## config.mk

```make
export PLATFORM = sky130hd
export DESIGN_NAME = hwpf_back
export DESIGN_NICKNAME = d
export VERILOG_FILES = /design/src/rtl/hwpf_pkg.sv /design/src/rtl/hwpf_back.sv
export SDC_FILE = /design/constraint.sdc
export NUM_CORES = 1
export LEC_CHECK = 0
export ABC_CLOCK_PERIOD_IN_PS = 8100
export BUFFER_PORTS_ARGS = -buffer_cell sky130_fd_sc_hd__buf_2
export CORE_UTILIZATION = 59
export CTS_CLUSTER_SIZE = 12
export DETAILED_ROUTE_END_ITERATION = 12
export GPL_TIMING_DRIVEN = 0
export PLACE_DENSITY = 0.95
export SLEW_MARGIN = 40
export SYNTH_ARGS = -nofsm -noshare
export SYNTH_HDL_FRONTEND = slang
export SYNTH_SLANG_ARGS = --single-unit
```

## constraint.sdc

```tcl
create_clock -name clk -period 8.1 [get_ports clk]
set_input_delay 0.405 -clock clk [delete_from_list [all_inputs] [get_ports clk]]
set_output_delay 0.405 -clock clk [all_outputs]
set_load 0.05 [all_outputs]
```

## src/rtl/hwpf_pkg.sv

```systemverilog
// ----------------------------------------------------------------------------
// hwpf_pkg: shared definitions for the Haar pansharpening block
// Field widths, register map, queue sizing and the types that travel between
// the front end, the block queue and the fusion back end.
// ----------------------------------------------------------------------------
package hwpf_pkg;

  localparam int PIX_W    = 16;
  localparam int SUM_W    = PIX_W + 2;
  localparam int FUSED_W  = 20;
  localparam int BCOL_W   = 9;
  localparam int BROW_W   = 11;
  localparam int CFG_W    = 11;
  localparam int DATA_W   = 32;
  localparam int ADDR_W   = 3;

  localparam int MAX_WIDTH_DEF  = 1024;
  localparam int MAX_HEIGHT_DEF = 4096;

  // Depth of the block queue; a power of two so the pointers wrap naturally.
  localparam int QDEPTH = 4;
  localparam int QPTR_W = $clog2(QDEPTH);
  localparam int QCNT_W = $clog2(QDEPTH + 1);

  // Register index taken from paddr above the byte offset.
  localparam logic [ADDR_W-3:0] REG_ROW_WIDTH = '0;
  localparam logic [CFG_W-1:0]  ROW_WIDTH_RESET = CFG_W'(1024);

  typedef struct packed {
    logic [PIX_W-1:0]  pan_tl;
    logic [PIX_W-1:0]  pan_tr;
    logic [PIX_W-1:0]  pan_bl;
    logic [PIX_W-1:0]  pan_br;
    logic [SUM_W-1:0]  pan_sum;
    logic [SUM_W-1:0]  ms_sum;
    logic [BCOL_W-1:0] bcol;
    logic [BROW_W-1:0] brow;
  } blk_t;

  typedef struct packed {
    logic valid;
    blk_t blk;
  } q_push_t;

  typedef struct packed {
    logic [QCNT_W-1:0] count;
    logic              not_empty;
  } q_stat_t;

endpackage

```

## src/rtl/hwpf_back.sv

```systemverilog
// ----------------------------------------------------------------------------
// hwpf_back: fusion and result register
// Forms each fused pixel from its block sums and holds the result until the
// consumer takes it.
// ----------------------------------------------------------------------------
module hwpf_back (
  input  logic                                 clk,
  input  logic                                 rst_n,
  input  hwpf_pkg::q_stat_t                    q_stat,
  input  hwpf_pkg::blk_t                       head,
  output logic                                 q_pop,
  input  logic                                 pop,
  output logic                                 empty,
  output logic signed [hwpf_pkg::FUSED_W-1:0]  fused_tl,
  output logic signed [hwpf_pkg::FUSED_W-1:0]  fused_tr,
  output logic signed [hwpf_pkg::FUSED_W-1:0]  fused_bl,
  output logic signed [hwpf_pkg::FUSED_W-1:0]  fused_br,
  output logic [hwpf_pkg::BCOL_W-1:0]          block_column,
  output logic [hwpf_pkg::BROW_W-1:0]          block_row
);

  localparam int FW = hwpf_pkg::FUSED_W;

  // 4*pan - sum(pan block) + sum(ms block), kept modulo 2^20.
  function automatic logic signed [FW-1:0] fuse(
    input logic [hwpf_pkg::PIX_W-1:0] p,
    input logic [hwpf_pkg::SUM_W-1:0] ps,
    input logic [hwpf_pkg::SUM_W-1:0] msum
  );
    logic [FW-1:0] p4;
    p4 = FW'({p, 2'b00});
    return $signed(p4 - FW'(ps) + FW'(msum));
  endfunction

  logic                 out_valid_r, out_valid_nxt, load;
  logic signed [FW-1:0] tl_r, tr_r, bl_r, br_r;
  logic [hwpf_pkg::BCOL_W-1:0] bcol_r;
  logic [hwpf_pkg::BROW_W-1:0] brow_r;

  assign load          = q_stat.not_empty & (~out_valid_r | pop);
  assign out_valid_nxt = load | (out_valid_r & ~pop);
  assign q_pop         = load;

  always_ff @(posedge clk) begin
    if (!rst_n) begin
      out_valid_r <= 1'b0;
    end else begin
      out_valid_r <= out_valid_nxt;
    end
  end

  always_ff @(posedge clk) begin
    if (load) begin
      tl_r   <= fuse(head.pan_tl, head.pan_sum, head.ms_sum);
      tr_r   <= fuse(head.pan_tr, head.pan_sum, head.ms_sum);
      bl_r   <= fuse(head.pan_bl, head.pan_sum, head.ms_sum);
      br_r   <= fuse(head.pan_br, head.pan_sum, head.ms_sum);
      bcol_r <= head.bcol;
      brow_r <= head.brow;
    end
  end

  assign empty        = ~out_valid_r;
  assign fused_tl     = tl_r;
  assign fused_tr     = tr_r;
  assign fused_bl     = bl_r;
  assign fused_br     = br_r;
  assign block_column = bcol_r;
  assign block_row    = brow_r;

endmodule

```

==> flow_metrics.py <==
metrics = {
    "yosys": {
        "ys_ff_latch": 95,
        "synth_area_leader_cell": "edfxtp_1",
        "ys_async_sr_fraction_pct": 0,
        "synth_top_area_share_pct": 31.8,
        "synth-main-ff-cell": "edfxtp_1",
        "ys_seq_area_share_pct": 32.0,
        "synth_common_cells": "ha_1 (135), a21oi_1 (105), edfxtp_1 (94)",
        "synthesis.nets": 1184,
        "yosysUniqueCellTypes": 65,
        "netlist_instances": 921,
        "syn_area_um2": 8880,
        "yosysMostFrequentCell": "ha_1",
        "yosysWarnings": 0,
        "synth_area_leaders": "edfxtp_1 (32%), ha_1 (19%), xnor2_1 (7.2%)",
        "avgSynthCellArea_um2": 9.65,
        "synth_edf_count": 94,
    },
    "timing": {
        "maxSlewViolCount": 0,
        "rsz0062_at_grt": "false",
        "timing.final.crit_share_pct": 54.7,
        "final-setup-viol-count": 0,
        "maxSlewHeadroom_pct": 57.9,
        "fin_crit_ns": 4.43,
        "finalSetupTns_ns": 0,
        "fmax_mhz": 226,
        "finalHoldViolCount": 0,
        "tightest_slew_ns": 0.623,
        "finClkSkew_ns": 0.00737,
    },
    "floorplan": {
        "die_h_um": 125,
        "start_util_pct": 60.9,
        "core_um2": 14600,
        "io_pins": 229,
        "num_rows": 44,
        "die_w_um": 125,
        "die-area_um2": 15600,
    },
    "critical_path": {
        "critPathLaunchType": "input pin",
        "worstPathCellList": "buf_2, inv_1, ha_1, buf_4, a21o_1, a21o_1, a211oi_1, o21ai_0, a21o_1, a21oi_1, xnor2_1, ha_1, and3_1, a22o_1, a31oi_1, nor3_1, a2111oi_2, a21oi_1, xnor2_1",
        "rr_startpoint": "out_valid_r",
        "slowest_stage": "a2111oi_2",
        "cp_data_arrival_time_ns": 4.54,
        "worst-r2r-setup-slack_ns": 6.37,
        "cpPeakStageDelay_ns": 0.48,
        "crit_top_cell": "a21o_1",
        "crit_path_max_fanout": 8,
        "crit_path_end_kind": "flip-flop",
        "rr_endpoint": "fused_br[19]",
        "required_ns": 8.21,
        "path_class": "input pin to flip-flop",
        "reg2reg_depth": 6,
    },
    "cts": {
        "holdBufCountCts": 0,
        "clk_pin_slew_ns": 0.07,
        "cts_tree": "done",
        "clockRootBuffer": "clkbuf_16",
        "cts_buffer_depth": 2,
        "cts_setup_buffers": 0,
        "clock_latency_ns": 0.36,
        "cts.sinks": 95,
        "ctsHtreeMaxLevel": 3,
        "ctsResizeCount": 0,
        "cts_buffers": 9,
    },
    "drt": {
        "drt_iter0_markers": 695,
        "wirelength_um": 23300,
        "ant_nets": 0,
        "detail_route.wl_per_cell_um": 17.2,
        "drc": 0,
        "vias": 8142,
        "dr.pass1.iters": 5,
        "vias_per_cell": 6.02,
    },
    "place": {
        "io_buffers": 225,
        "place.gp.congestion": 0.957,
        "placed_cells": 1335,
        "placed_area_um2": 10300,
        "dp_hpwl_um": 19000,
    },
    "cells_and_area": {
        "stdcell_count": 1353,
        "areaGrowthSynthToFinish_pct": 20.2,
        "drive_gt1_share_pct": 23.9,
        "nNetsFinal": 1425,
        "nFillCells": 1044,
        "final_util_pct": 73.2,
        "design_area_um2": 10700,
    },
    "power": {
        "switchingPower_mw": 1.16,
        "power_frac_comb_pct": 54.4,
        "pwr_density_cell_nw_per_um2": 250,
        "power_frac_clock_pct": 18.2,
        "seq_power_share_pct": 27.3,
        "internal_power_mw": 1.51,
        "p_sw_share_pct": 43.5,
        "p_leak_nw": 4.98,
        "peakVddDrop_v": 0.000150,
    },
    "min_path": {
        "hp-class": "input pin to flip-flop",
        "holdPathStages": 1,
        "whs_endpoint": "block_row[10]",
        "hold_start": "head[10]",
    },
    "run_status": {
        "run_status": "complete, no violations",
    },
    "global_route": {
        "grt_pass1_wl_um": 37200,
        "antenna_found_initial": 2,
        "grt_pass1_vias": 7921,
        "grt_max_degree": 24,
        "grt_use_total_pct": 30.2,
        "overflow": 0,
    },
    "flow_run": {
        "maxCapViolCount": 0,
    },
}
[worst max-delay path: cells and delay by family]
| kind | cells | cell delay (ns) |
|---|---|---|
| AND/OR/NAND/NOR | 2 | 0.36 |
| adder cells (fa/ha/maj) | 2 | 0.52 |
| XOR/XNOR | 2 | 0.31 |
| buffers and inverters | 3 | 0.40 |
| AO/OA/AOI/OAI | 10 | 2.54 |
[flip-flops by register name (all words and copies together), names as in the netlist]
signal / flops
fused_tl: 20
fused_bl: 18
fused_br: 18
fused_tr: 18
block_row: 11
block_column: 9
out_valid_r: 1
[metrics by stage]
step	total power, mW	hold slack, ns	worst slack (ns)
6_report	2.67	0.225	3.67
5_1_grt	2.82	0.214	3.45
4_1_cts	2.67	0.220	3.76
3_5_place_dp	2.17	0.583	3.42
3_3_place_gp	2.14	0.579	0.536
2_1_floorplan	1.87	0.504	1.98
[power by group through the flow]
| stage | sequential, mW | combinational, mW | clock (mW) |
|---|---|---|---|
| 2_1_floorplan | 1.11 | 0.762 | 0 |
| 3_3_place_gp | 0.744 | 1.39 | 0 |
| 3_5_place_dp | 0.741 | 1.43 | 0 |
| 4_1_cts | 0.732 | 1.44 | 0.491 |
| 5_1_grt | 0.740 | 1.57 | 0.515 |
| 6_report | 0.730 | 1.46 | 0.488 |
[placed cells by master (no fill, tap or decap), types with 24 or more instances in the layout]
master,netlist,routed
a21o_1,49,49
inv_1,44,44
buf_2,1,226
o21ai_0,54,54
xnor2_1,73,73
nand2_1,38,38
ha_1,135,135
nor2_1,62,62
edfxtp_1,94,94
xor2_1,43,43
o21a_1,24,24
a21oi_1,105,105
[per-layer routing]
metal  routed length, µm  GRT usage (%)  up-vias
li1                    -              -     3971
met1                9670           36.9     3743
met2               11100           50.6      336
met3                1330           4.85       92
met4                1240           16.6        0
met5                   0              0        -
[logic make-up (layout without fill, tap and decap cells)]
logic type | count (synthesis) | in the layout | share of synthesized area (%)
multiplexers | 1 | 1 | 0.113
buffers and inverters | 53 | 299 | 2.55
XOR/XNOR | 116 | 116 | 11.4
adder cells (fa/ha/maj) | 136 | 136 | 19.2
other | 0 | 2 | 0
AND/OR/NAND/NOR | 189 | 189 | 10.3
AO/OA/AOI/OAI | 331 | 331 | 24.4
flip-flops | 95 | 95 | 32.0
[layout make-up]
| type | count | area, µm² | area share (%) |
|---|---|---|---|
| multi-input combinational | 773 | 5820 | 54.5 |
| sequential | 95 | 2840 | 26.6 |
| timing repair buffer | 230 | 1210 | 11.4 |
| tap | 184 | 230 | 2.16 |
| clock buffer | 10 | 229 | 2.14 |
| inverter | 44 | 165 | 1.55 |
| clock inverter | 6 | 108 | 1.01 |
| buffer | 9 | 61.3 | 0.574 |
| antenna | 2 | 5.00 | 0.0469 |
[worst max path at each step]
stage / start / end / slack, ns / cells past startpoint
after floorplan: out_valid_r / block_column[0] / 1.98 / 3
after global placement: q_stat[0] / q_pop / 0.54 / 3
after detailed placement: head[38] / fused_tl[18] / 3.42 / 19
after CTS: head[38] / fused_tl[18] / 3.76 / 19
after global routing: head[38] / fused_tl[18] / 3.45 / 19
final: head[38] / fused_tl[18] / 3.67 / 19
No activity file was read; power rests on OpenSTA's default activity.
