==> config.mk <==
export PLATFORM = sky130hd
export DESIGN_NAME = hwpf_queue
export DESIGN_NICKNAME = d
export VERILOG_FILES = /design/src/rtl/hwpf_pkg.sv /design/src/rtl/hwpf_queue.sv
export SDC_FILE = /design/constraint.sdc
export NUM_CORES = 1
export LEC_CHECK = 0
export BUFFER_PORTS_ARGS = -buffer_cell sky130_fd_sc_hd__buf_2
export CORE_MARGIN = 2
export CORE_UTILIZATION = 25
export CTS_CLUSTER_DIAMETER = 100
export CTS_CLUSTER_SIZE = 24
export DETAILED_ROUTE_END_ITERATION = 7
export MAX_ROUTING_LAYER = met4
export PLACE_DENSITY_LB_ADDON = 0.08
export SYNTH_ARGS = -nofsm -noshare
export SYNTH_HDL_FRONTEND = slang
export SYNTH_SLANG_ARGS = --single-unit
==> constraint.sdc <==
create_clock -name clk -period 4.6 [get_ports clk]
set_clock_uncertainty 0.1 [all_clocks]
set_input_delay 0.92 -clock clk [delete_from_list [all_inputs] [get_ports clk]]
set_output_delay 0.92 -clock clk [all_outputs]
set_load 0.1 [all_outputs]
==> src/rtl/hwpf_pkg.sv <==
// ----------------------------------------------------------------------------
// hwpf_pkg: shared definitions for the Haar pansharpening block
// Field widths, register map, queue sizing and the types that travel between
// the front end, the block queue and the fusion back end.
// ----------------------------------------------------------------------------
package hwpf_pkg;

  localparam int PIX_W    = 16;
  localparam int SUM_W    = PIX_W + 2;
  localparam int FUSED_W  = 20;
  localparam int BCOL_W   = 9;
  localparam int BROW_W   = 11;
  localparam int CFG_W    = 11;
  localparam int DATA_W   = 32;
  localparam int ADDR_W   = 3;

  localparam int MAX_WIDTH_DEF  = 1024;
  localparam int MAX_HEIGHT_DEF = 4096;

  // Depth of the block queue; a power of two so the pointers wrap naturally.
  localparam int QDEPTH = 4;
  localparam int QPTR_W = $clog2(QDEPTH);
  localparam int QCNT_W = $clog2(QDEPTH + 1);

  // Register index taken from paddr above the byte offset.
  localparam logic [ADDR_W-3:0] REG_ROW_WIDTH = '0;
  localparam logic [CFG_W-1:0]  ROW_WIDTH_RESET = CFG_W'(1024);

  typedef struct packed {
    logic [PIX_W-1:0]  pan_tl;
    logic [PIX_W-1:0]  pan_tr;
    logic [PIX_W-1:0]  pan_bl;
    logic [PIX_W-1:0]  pan_br;
    logic [SUM_W-1:0]  pan_sum;
    logic [SUM_W-1:0]  ms_sum;
    logic [BCOL_W-1:0] bcol;
    logic [BROW_W-1:0] brow;
  } blk_t;

  typedef struct packed {
    logic valid;
    blk_t blk;
  } q_push_t;

  typedef struct packed {
    logic [QCNT_W-1:0] count;
    logic              not_empty;
  } q_stat_t;

endpackage

==> src/rtl/hwpf_queue.sv <==
// ----------------------------------------------------------------------------
// hwpf_queue: block queue between front end and back end
// A short register queue of assembled blocks, so that a stalled result side
// does not stop pixel intake at once.
// ----------------------------------------------------------------------------
module hwpf_queue (
  input  logic              clk,
  input  logic              rst_n,
  input  hwpf_pkg::q_push_t q_push,
  input  logic              pop,
  output hwpf_pkg::blk_t    head,
  output hwpf_pkg::q_stat_t q_stat
);

  localparam int PTR_W = hwpf_pkg::QPTR_W;
  localparam int CNT_W = hwpf_pkg::QCNT_W;

  hwpf_pkg::blk_t   entry [hwpf_pkg::QDEPTH];
  logic [PTR_W-1:0] wr_ptr_r, rd_ptr_r;
  logic [CNT_W-1:0] count_r, count_nxt;
  logic             do_pop;

  assign do_pop = pop & (count_r != '0);

  always_comb begin
    count_nxt = count_r;
    if (q_push.valid && !do_pop) begin
      count_nxt = count_r + CNT_W'(1);
    end else if (!q_push.valid && do_pop) begin
      count_nxt = count_r - CNT_W'(1);
    end
  end

  always_ff @(posedge clk) begin
    if (!rst_n) begin
      wr_ptr_r <= '0;
      rd_ptr_r <= '0;
      count_r  <= '0;
    end else begin
      if (q_push.valid) begin
        wr_ptr_r <= wr_ptr_r + PTR_W'(1);
      end
      if (do_pop) begin
        rd_ptr_r <= rd_ptr_r + PTR_W'(1);
      end
      count_r <= count_nxt;
    end
  end

  always_ff @(posedge clk) begin
    if (q_push.valid) begin
      entry[wr_ptr_r] <= q_push.blk;
    end
  end

  assign head             = entry[rd_ptr_r];
  assign q_stat.count     = count_r;
  assign q_stat.not_empty = count_r != '0;

endmodule

==> Flow_metrics.wiki, run 1 <==
{| class="wikitable"
! Metric !! Value
|-
| Run status || completed
|-
| CP Class || flop to output port
|-
| Setup repair after global routing missed its margin || no
|-
| Share of the core filled with cells in the final layout || 0.302
|-
| Net count after synthesis || between 700 and 800
|-
| Fraction of the cycle the final worst path needs || 0.783
|-
| WP buf/inv || 2
|-
| Total wire length || 39500 um
|-
| Die Span Y || 271 um
|-
| Clock Sinks || ~500
|-
| Post-Synthesis Mean Instance Area || around 27 um2
|-
| Die Footprint || 73200 um2
|-
| Max-slew violation count || 0
|-
| Global-route wire length before repair || between 50000 and 60000 um
|-
| Remaining design rule violation count || 0
|-
| Setup slack after layout || about 1 ns
|-
| Count of different cell masters after synthesis || 20
|-
| Starting Density || 0.253
|-
| Detailed-route via count || between 7000 and 8000
|-
| Sequential area share after synthesis || 0.822
|-
| Max-cap violations || 0
|-
| Number of standard cells in the final layout excluding fillers || 1903
|-
| Cell family contributing the most delay on the critical path || flip-flops
|-
| Switching power share of the total || 0.437
|-
| Die width || 271 um
|-
| Number of setup violations in the final report || 0
|-
| Post-Layout Inst Area || approximately 21000 um2
|-
| Most frequent cells in the layout || 480 x sky130_fd_sc_hd__edfxtp_1, 247 x sky130_fd_sc_hd__buf_2, 120 x sky130_fd_sc_hd__mux4_2
|-
| Final net count || ~1100
|-
| Max frequency || between 200 and 300 MHz
|-
| Sequential group share of total power || 0.392
|-
| Violation count after the first detailed-route iteration || 411
|-
| Placed cell area || between 20000 and 25000 um2
|-
| Number of register bits inferred by synthesis || roughly 490
|-
| Highest cell delay on the worst timing path || 0.67 ns
|-
| Cell with the largest stage delay on the worst path || sky130_fd_sc_hd__dfxtp_4
|-
| DRT antenna net count || 0
|-
| Register clock-pin slew on the reported worst setup and hold paths || around 0.090 ns
|-
| Class of the most critical hold timing path || input port to flop
|-
| Power per Cell Area || roughly 630 nW/um2
|-
| Routed len/inst || between 20 and 25 um
|-
| Share of the synthesized area in the top cell type || 0.812
|-
| Number of antenna violations at the first check in global routing || 7
|-
| CTS buffer count || 27
|-
| Max H-tree Level || 1
|-
| Maximum vdd drop || 0.470 mV
|-
| Top-level I/O count || 248
|-
| Tightest slew margin relative to the limit || 0.463
|-
| Largest cells by area after synthesis || sky130_fd_sc_hd__edfxtp_1 81%, sky130_fd_sc_hd__mux4_2 15%, sky130_fd_sc_hd__dfxtp_1 1.0%
|-
| Power share of the clock group || 0.205
|-
| Master cell of the clock root buffer || sky130_fd_sc_hd__clkbuf_16
|-
| Vias/cell || 4.10
|-
| Post-synth design cell area || about 18000 um2
|-
| Placed cell count || between 1500 and 2000
|-
| Placement Setup Slack || between 1.5 and 2 ns
|-
| Global Route Usage Sum || 0.110
|-
| CORE AREA || 70100 um2
|-
| Clock Latency Late Sink || slightly below 0.6 ns
|-
| Crit Path Max Fanout || 38
|-
| Most common cell after layout, fill and taps aside || sky130_fd_sc_hd__edfxtp_1
|-
| Pin count of the biggest net entering global routing || 71
|-
| CP endpoint kind || output port
|-
| Endpoints failing hold || 0
|-
| Mapped Cells || approximately 670
|-
| Maximum buffer depth of the clock tree || 3
|-
| Share of post-route cells with drive strength above 1 || 0.454
|-
| Overall power consumption || between 10 and 15 mW
|-
| Power spent charging and discharging nets || about 5.9 mW
|-
| Worst EP required || about 3.6 ns
|-
| Detailed-router iteration count before antenna repair || 6
|-
| Cell internal power dissipation || 7.57 mW
|-
| Post-cts repair resize count || 0
|-
| TritonCTS clock tree || built
|-
| Synthesis-to-finish area growth || 19.4%
|-
| Crit-path cells || buf_12, mux4_2, buf_2
|-
| Synth Warn # || 0
|-
| Number of placement rows || 97
|-
| Yosys top cell by area || sky130_fd_sc_hd__edfxtp_1
|-
| Crit start category || flop
|-
| Number of setup buffers added after CTS || 0
|-
| Total overflow reported by the global router || 0
|-
| Static leakage || 6.79 nW
|-
| Critical path data arrival time || between 2 and 3 ns
|-
| Via count of the first global-routing pass || around 8500
|-
| Min Tclk post-route || around 3.6 ns
|-
| Final worst hold slack || 0.436 ns
|-
| Transition time at the pin with the least slew margin || slightly above 0.8 ns
|-
| Number of buffers inserted for hold repair after clock tree synthesis || 0
|-
| Final-layout setup total negative slack || 0 ns
|-
| Relative contribution of combinational cells to total power || 0.403
|-
| Post-detail-place hpwl || 23600 um
|-
| Count of port buffers added during placement || between 200 and 250
|-
| Global placer's final weighted congestion || between 0.6 and 0.7
|}
[flip-flops by register name, indices dropped and copies added (netlist names), named ones only]
signal	flops
entry	480
count_r	3
rd_ptr_r	2
wr_ptr_r	2
[power groups by stage]
stage	registers [mW]	clock network (mW)	logic [mW]
floorplan	5.36	0	4.64
finish	5.27	2.75	5.42
CTS	5.29	2.92	5.53
detailed placement	5.39	0	5.53
global route	5.31	3.06	5.64
global placement	5.39	0	5.53
[cells by family (layout without fill, tap and decap cells)]
kind of cell,Yosys count,count (layout),share of synthesized area
buffers and inverters,29,317,0.0114
AOI/OAI and AO/OA,4,4,0.00162
muxes,122,122,0.153
other,0,7,0
adders and majority gates,6,6,0.00465
xor gates and xnor gates,5,5,0.00247
DFF,489,489,0.822
and+or+nand+nor,13,13,0.00458
[metal layers]
layer / wire length [um] / track usage
met1: 17400 / 0.142
met2: 19100 / 0.176
met3: 2510 / 0.0294
met4: 582 / 0.0215
met5: 0 / -
[final cells by class]
cell class | count | area, um2
clock buffer | 31 | 691
fill | 6919 | 49000
sequential | 489 | 14600
antenna | 7 | 17.5
clock inverter | 15 | 198
timing repair buffer | 268 | 1530
inverter | 3 | 11.3
multi-input combinational | 150 | 2970
tap | 940 | 1180
[worst paths after layout]
check / end / start / cells after the start / slack [ns]
max reg2reg: count_r[2] / count_r[0] / 7 / 2.31
max: head[25] / flop / 3 / 1.0
min: entry[3][106] / q_push[106] / 1 / 0.44
min reg2reg: count_r[2] / count_r[2] / 2 / 0.46
[synthesized netlist by cell type]
master,number
sky130_fd_sc_hd__a21boi_0,1
sky130_fd_sc_hd__clkbuf_1,3
sky130_fd_sc_hd__nor2b_1,2
sky130_fd_sc_hd__xor2_1,2
sky130_fd_sc_hd__ha_1,5
sky130_fd_sc_hd__dfxtp_1,9
sky130_fd_sc_hd__fa_1,1
sky130_fd_sc_hd__inv_1,3
sky130_fd_sc_hd__o31ai_1,1
sky130_fd_sc_hd__o21ai_0,1
sky130_fd_sc_hd__xnor2_1,3
sky130_fd_sc_hd__and2_1,9
sky130_fd_sc_hd__buf_6,10
sky130_fd_sc_hd__buf_2,12
sky130_fd_sc_hd__edfxtp_1,480
sky130_fd_sc_hd__or3_1,2
sky130_fd_sc_hd__buf_4,1
sky130_fd_sc_hd__o311ai_0,1
sky130_fd_sc_hd__mux2i_1,2
sky130_fd_sc_hd__mux4_2,120
Note: power is estimated with default switching activity, not from simulation.
==> inputs of run 2 (changes only) <==
==> constraint.sdc (replaced) <==
create_clock -name clk -period 3.3 [get_ports clk]
set_clock_uncertainty 0.1 [all_clocks]
set_input_delay 0.66 -clock clk [delete_from_list [all_inputs] [get_ports clk]]
set_output_delay 0.66 -clock clk [all_outputs]
set_load 0.1 [all_outputs]
==> run 2 against run 1 <==
Effect of this change: core utilization increased by 0.41 points; clock power increased by 48%; largest cell class unchanged; combinational power increased by 44%; critical path depth up 1; register-to-register slack lost 1.3 ns; via count increased by 0.28%; highest routed layer unchanged.
==> Flow_metrics.wiki, run 2 (same netlist as run 1, synthesis figures left out) <==
{| class="wikitable"
! Metric !! Value
|-
| Run status || completed
|-
| Global Route Usage Sum || 0.114
|-
| Most flops, register || entry
|-
| Detail Route met2 WL || 20600 um
|-
| Max H-tree Level || 1
|-
| DRT antenna net count || 0
|-
| Share of the core filled with cells in the final layout || 0.306
|-
| Crit start category || flop
|-
| Vias/cell || approximately 4
|-
| Number of placement rows || between 90 and 100
|-
| Fraction of the cycle the final worst path needs || 0.928
|-
| TritonCTS clock tree || built
|-
| Largest registers in the final layout || entry x480, count_r x3
|-
| Min Tclk post-route || about 3.1 ns
|-
| Final net count || about 1100
|-
| Placement Setup Slack || about 0.64 ns
|-
| Relative contribution of combinational cells to total power || 0.408
|-
| Max reg flops || 480
|-
| Global-route wire length before repair || approximately 60000 um
|-
| Max-cap violations || 0
|-
| Setup repair after global routing missed its margin || no
|-
| Highest routed metal layer || met4
|-
| Most common cell after layout, fill and taps aside || sky130_fd_sc_hd__edfxtp_1
|-
| Max frequency || 326 MHz
|-
| Overall power consumption || 19.1 mW
|-
| Endpoints failing hold || 0
|-
| Transition time at the pin with the least slew margin || 0.624 ns
|-
| CP endpoint kind || output port
|-
| Global placer's final weighted congestion || between 0.6 and 0.7
|-
| Crit Path Max Fanout || 18
|-
| Setup slack after layout || 0.237 ns
|-
| Remaining design rule violation count || 0
|-
| Detail Route met3 WL || roughly 2000 um
|-
| Number of antenna violations at the first check in global routing || 3
|-
| Clock Latency Late Sink || 0.58 ns
|-
| Tightest slew margin relative to the limit || 0.584
|-
| Total wire length || about 40000 um
|-
| Die Span Y || between 200 and 300 um
|-
| Cell internal power dissipation || 10.9 mW
|-
| Wire length on met1 || about 17000 um
|-
| Pin count of the biggest net entering global routing || 73
|-
| Master cell of the clock root buffer || sky130_fd_sc_hd__clkbuf_16
|-
| Final worst hold slack || about 0.18 ns
|-
| Maximum buffer depth of the clock tree || 3
|-
| Detailed-router iteration count before antenna repair || 4
|-
| CP Class || flop to output port
|-
| Clock Sinks || around 490
|-
| Switching power share of the total || 0.431
|-
| Share of post-route cells with drive strength above 1 || 0.464
|-
| Via count of the first global-routing pass || 8509
|-
| Count of port buffers added during placement || ~250
|-
| Class of the most critical hold timing path || input port to flop
|-
| Power share of the clock group || 0.213
|-
| Sequential group share of total power || 0.379
|-
| Most frequent cells in the layout || 480 x sky130_fd_sc_hd__edfxtp_1, 228 x sky130_fd_sc_hd__buf_2, 120 x sky130_fd_sc_hd__mux4_2
|-
| Final-layout setup total negative slack || 0 ns
|-
| Die Footprint || 73200 um2
|-
| Detailed-route via count || just under 8000
|-
| Post-detail-place hpwl || about 24000 um
|-
| Number of setup violations in the final report || 0
|-
| Register clock-pin slew on the reported worst setup and hold paths || 0.09 ns
|-
| Maximum vdd drop || roughly 0.57 mV
|-
| CTS buffer count || 28
|-
| CORE AREA || roughly 70000 um2
|-
| Number of buffers inserted for hold repair after clock tree synthesis || 0
|-
| Static leakage || approximately 6.9 nW
|-
| Max-slew violation count || 0
|-
| Violation count after the first detailed-route iteration || between 400 and 500
|-
| Critical path data arrival time || between 2 and 2.5 ns
|-
| Worst EP required || between 2 and 3 ns
|-
| Routed len/inst || around 21 um
|-
| Starting Density || 0.253
|-
| Total overflow reported by the global router || 0
|-
| Power per Cell Area || around 890 nW/um2
|-
| Power spent charging and discharging nets || about 8 mW
|-
| Die width || between 200 and 300 um
|-
| Synthesis-to-finish area growth || 21.0%
|-
| Top-level I/O count || between 200 and 250
|}
==> run 2: layer usage <==
layer  up-vias  track usage
met5         -            -
met4         0       0.0249
met3        40       0.0237
met2       149        0.190
met1      4187        0.143
li1       3449            -
==> run 2: layout make-up <==
type / count / area (um2)
flip-flops and latches: 489 / 14600
multi-input cells: 150 / 2970
repair buffers: 281 / 1740
clock buffers: 32 / 737
diodes: 4 / 10.0
clock inverters: 16 / 241
fillers: 6884 / 48700
inverters: 3 / 11.3
well taps: 940 / 1180
==> run 2: stage by stage <==
stage | cell area, um2 | instances
6_report | 21500 | 1915
5_1_grt | 21500 | 1913
4_1_cts | 21500 | 1908
3_5_place_dp | 20400 | 1860
3_3_place_gp | 20400 | 1860
2_1_floorplan | 17800 | 668
==> run 2: worst paths after layout <==
| path | from | end | slack (ns) | cells past startpoint |
|---|---|---|---|---|
| worst max register to register | count_r[0] | count_r[2] | 1.02 | 7 |
| worst min-delay path | q_push[28] | entry[2][28] | 0.18 | 1 |
| worst min register to register | count_r[2] | count_r[2] | 0.48 | 2 |
| worst max-delay path | flop | head[55] | 0.24 | 4 |
==> run 2: critical path: stages, from the launching register on <==
cell	delay [ns]
sky130_fd_sc_hd__dfxtp_4	0.42
sky130_fd_sc_hd__buf_12	0.22
sky130_fd_sc_hd__buf_4	0.22
sky130_fd_sc_hd__mux4_2	0.52
sky130_fd_sc_hd__buf_2	0.31
==> run 2: power by group through the flow <==
stage	clock, mW	sequential (mW)	combinational [mW]
2_1_floorplan	0	7.45	6.47
3_3_place_gp	0	7.41	7.89
3_5_place_dp	0	7.42	7.87
4_1_cts	4.30	7.28	7.94
5_1_grt	4.50	7.28	8.15
6_report	4.07	7.25	7.81
==> run 2: repair_timing <==
| item | CTS | global route |
|---|---|---|
| endpoints found under the setup margin | 19 | 26 |
| setup buffers | 0 | 3 |
| resized for setup | 19 | 0 |
==> inputs of run 3 (changes only) <==
--- a/config.mk
+++ b/config.mk
@@ -12,7 +12,6 @@
 export CTS_CLUSTER_SIZE = 24
 export DETAILED_ROUTE_END_ITERATION = 7
 export MAX_ROUTING_LAYER = met4
-export PLACE_DENSITY_LB_ADDON = 0.08
 export SYNTH_ARGS = -nofsm -noshare
 export SYNTH_HDL_FRONTEND = slang
 export SYNTH_SLANG_ARGS = --single-unit
==> run 3 against run 2 <==
Effect of this change: setup slack better by 0.0093 ns; global-route usage is 1.7 points lower; register-to-register slack worse by 0.03 ns; critical endpoint is now head[33].
==> Flow_metrics.wiki, run 3 (same netlist as run 1, synthesis figures left out) <==
{| class="wikitable"
! Metric !! Value
|-
| Max H-tree Level || 1
|-
| DRT antenna net count || 0
|-
| Maximum buffer depth of the clock tree || 3
|-
| Final worst hold slack || between 0.15 and 0.2 ns
|-
| Endpoints failing hold || 0
|-
| Post-cts repair resize count || 0
|-
| Register clock-pin slew on the reported worst setup and hold paths || roughly 0.10 ns
|-
| CP Class || flop to output port
|-
| Total wire length || around 36000 um
|-
| Final net count || approximately 1100
|-
| Die width || 271 um
|-
| Detail Route met2 WL || between 15000 and 20000 um
|-
| Transition time at the pin with the least slew margin || roughly 0.57 ns
|-
| Power per Cell Area || about 870 nW/um2
|-
| Number of setup violations in the final report || 0
|-
| Total overflow reported by the global router || 0
|-
| Clock Latency Late Sink || roughly 0.59 ns
|-
| CP endpoint kind || output port
|-
| Remaining design rule violation count || 0
|-
| Crit-path cells || buf_12, mux4_2, buf_2
|-
| Tightest slew margin relative to the limit || 0.622
|-
| Routed len/inst || between 15 and 20 um
|-
| Number of antenna violations at the first check in global routing || 7
|-
| Number of cells traversed by the worst register-to-register path || 7
|-
| Detailed-router iteration count before antenna repair || 4
|-
| CORE AREA || 70100 um2
|-
| Cell with the largest stage delay on the worst path || sky130_fd_sc_hd__mux4_2
|-
| Number of buffers inserted for hold repair after clock tree synthesis || 0
|-
| Class of the most critical hold timing path || input port to flop
|-
| Global Route Usage Sum || 0.0973
|-
| Logic depth of the worst path, buffers included || 3
|-
| Wire length on met1 || around 15000 um
|-
| Global-route wire length before repair || roughly 53000 um
|-
| Most frequent cells in the layout || 480 x sky130_fd_sc_hd__edfxtp_1, 247 x sky130_fd_sc_hd__buf_2, 120 x sky130_fd_sc_hd__mux4_2
|-
| Clock Sinks || roughly 490
|-
| Violation count after the first detailed-route iteration || about 460
|-
| Instance count along the most critical hold path || 1
|-
| WP buf/inv || 2
|-
| Setup repair after global routing missed its margin || no
|-
| Crit start category || flop
|-
| Max-cap violations || 0
|-
| Run status || completed
|-
| Static leakage || ~6.7 nW
|-
| Via count of the first global-routing pass || 8532
|-
| Number of setup buffers added after CTS || 0
|-
| Cell family contributing the most delay on the critical path || buffers and inverters
|-
| Synthesis-to-finish area growth || 18.8%
|-
| Final-layout setup total negative slack || 0 ns
|-
| Detail Route met3 WL || 2070 um
|-
| Fraction of the cycle the final worst path needs || 0.925
|-
| Master cell of the clock root buffer || sky130_fd_sc_hd__clkbuf_16
|-
| TritonCTS clock tree || built
|-
| Count of port buffers added during placement || 247
|-
| Worst EP required || 2.54 ns
|-
| Maximum vdd drop || 0.921 mV
|-
| Post-detail-place hpwl || around 22000 um
|-
| Max frequency || 327 MHz
|-
| Max reg flops || 480
|-
| Highest routed metal layer || met4
|-
| Top-level I/O count || 248
|-
| Crit Path Max Fanout || 41
|-
| Pin count of the biggest net entering global routing || 47
|-
| Vias/cell || 4.11
|-
| Layout filler cell count || roughly 6900
|-
| Starting Density || 0.253
|-
| Die Footprint || about 73000 um2
|-
| Max-slew violation count || 0
|-
| Largest registers in the final layout || entry x480, count_r x3
|-
| Most common cell after layout, fill and taps aside || sky130_fd_sc_hd__edfxtp_1
|-
| CTS buffer count || 26
|-
| Global placer's final weighted congestion || 0.705
|-
| Critical path data arrival time || 2.29 ns
|-
| Die Span Y || around 270 um
|-
| Highest cell delay on the worst timing path || around 0.56 ns
|-
| Min Tclk post-route || approximately 3.1 ns
|-
| Detailed-route via count || roughly 8000
|-
| Number of placement rows || 97
|-
| Share of post-route cells with drive strength above 1 || 0.447
|-
| Most flops, register || entry
|}
run 3: changes by cell type in the layout (fill, tap and decap cells not counted), moves of 3 or more:
cell and delta:
sky130_fd_sc_hd__diode_2 +3, sky130_fd_sc_hd__clkbuf_1 +5, sky130_fd_sc_hd__bufinv_16 -4, sky130_fd_sc_hd__buf_12 -3, sky130_fd_sc_hd__buf_4 -30, sky130_fd_sc_hd__buf_2 +19
run 3: cell type report:
cell class,instances,area [um2],share of cell area
Tap cell,940,1180,0.0557
Clock inverter,6,67.6,0.00320
Sequential cell,489,14600,0.692
Clock buffer,35,706,0.0334
Inverter,3,11.3,0.000534
Multi-Input combinational cell,150,2970,0.141
Timing Repair Buffer,267,1550,0.0734
Antenna cell,7,17.5,0.000830
run 3: power breakdown:
part	internal, mW	switching (mW)	total (mW)
Combinational	1.64	5.95	7.59
Sequential	7.15	0.131	7.28
Clock	1.54	1.91	3.45
Total	10.3	7.99	18.3
run 3: final timing paths:
check | from | endpoint | slack (ns)
worst max-delay path | flop | head[33] | 0.25
worst min-delay path | q_push[0] | entry[0][0] | 0.18
worst max register to register | count_r[0] | count_r[2] | 0.99
worst min register to register | wr_ptr_r[1] | wr_ptr_r[1] | 0.47
run 3: through the flow:
step / setup WS, ns / cells / total power [mW] / utilization / instance area [um2]
after floorplan: 0.619 / 668 / 13.9 / - / 17800
after global placement: 0.843 / 1849 / 15.1 / 0.289 / 20300
after detailed placement: 0.819 / 1849 / 15.1 / 0.289 / 20300
after CTS: 0.157 / 1890 / 18.6 / 0.301 / 21100
after global routing: 0.111 / 1897 / 19.0 / 0.301 / 21100
final: 0.246 / 1897 / 18.3 / 0.301 / 21100
run 3: routing by layer:
metal	GRT usage	vias to the layer above
met2	0.162	163
met1	0.118	4179
met5	-	-
li1	-	3424
met3	0.0274	32
met4	0.0202	0
run 3: worst register-to-register path, cell delays in order, from the launching register on:
cell and delay, ns:
sky130_fd_sc_hd__dfxtp_1 0.41, sky130_fd_sc_hd__o31ai_1 0.40, sky130_fd_sc_hd__ha_1 0.26, sky130_fd_sc_hd__inv_1 0.06
sky130_fd_sc_hd__fa_1 0.37, sky130_fd_sc_hd__xor2_1 0.17, sky130_fd_sc_hd__or3_1 0.30, sky130_fd_sc_hd__a21boi_0 0.18
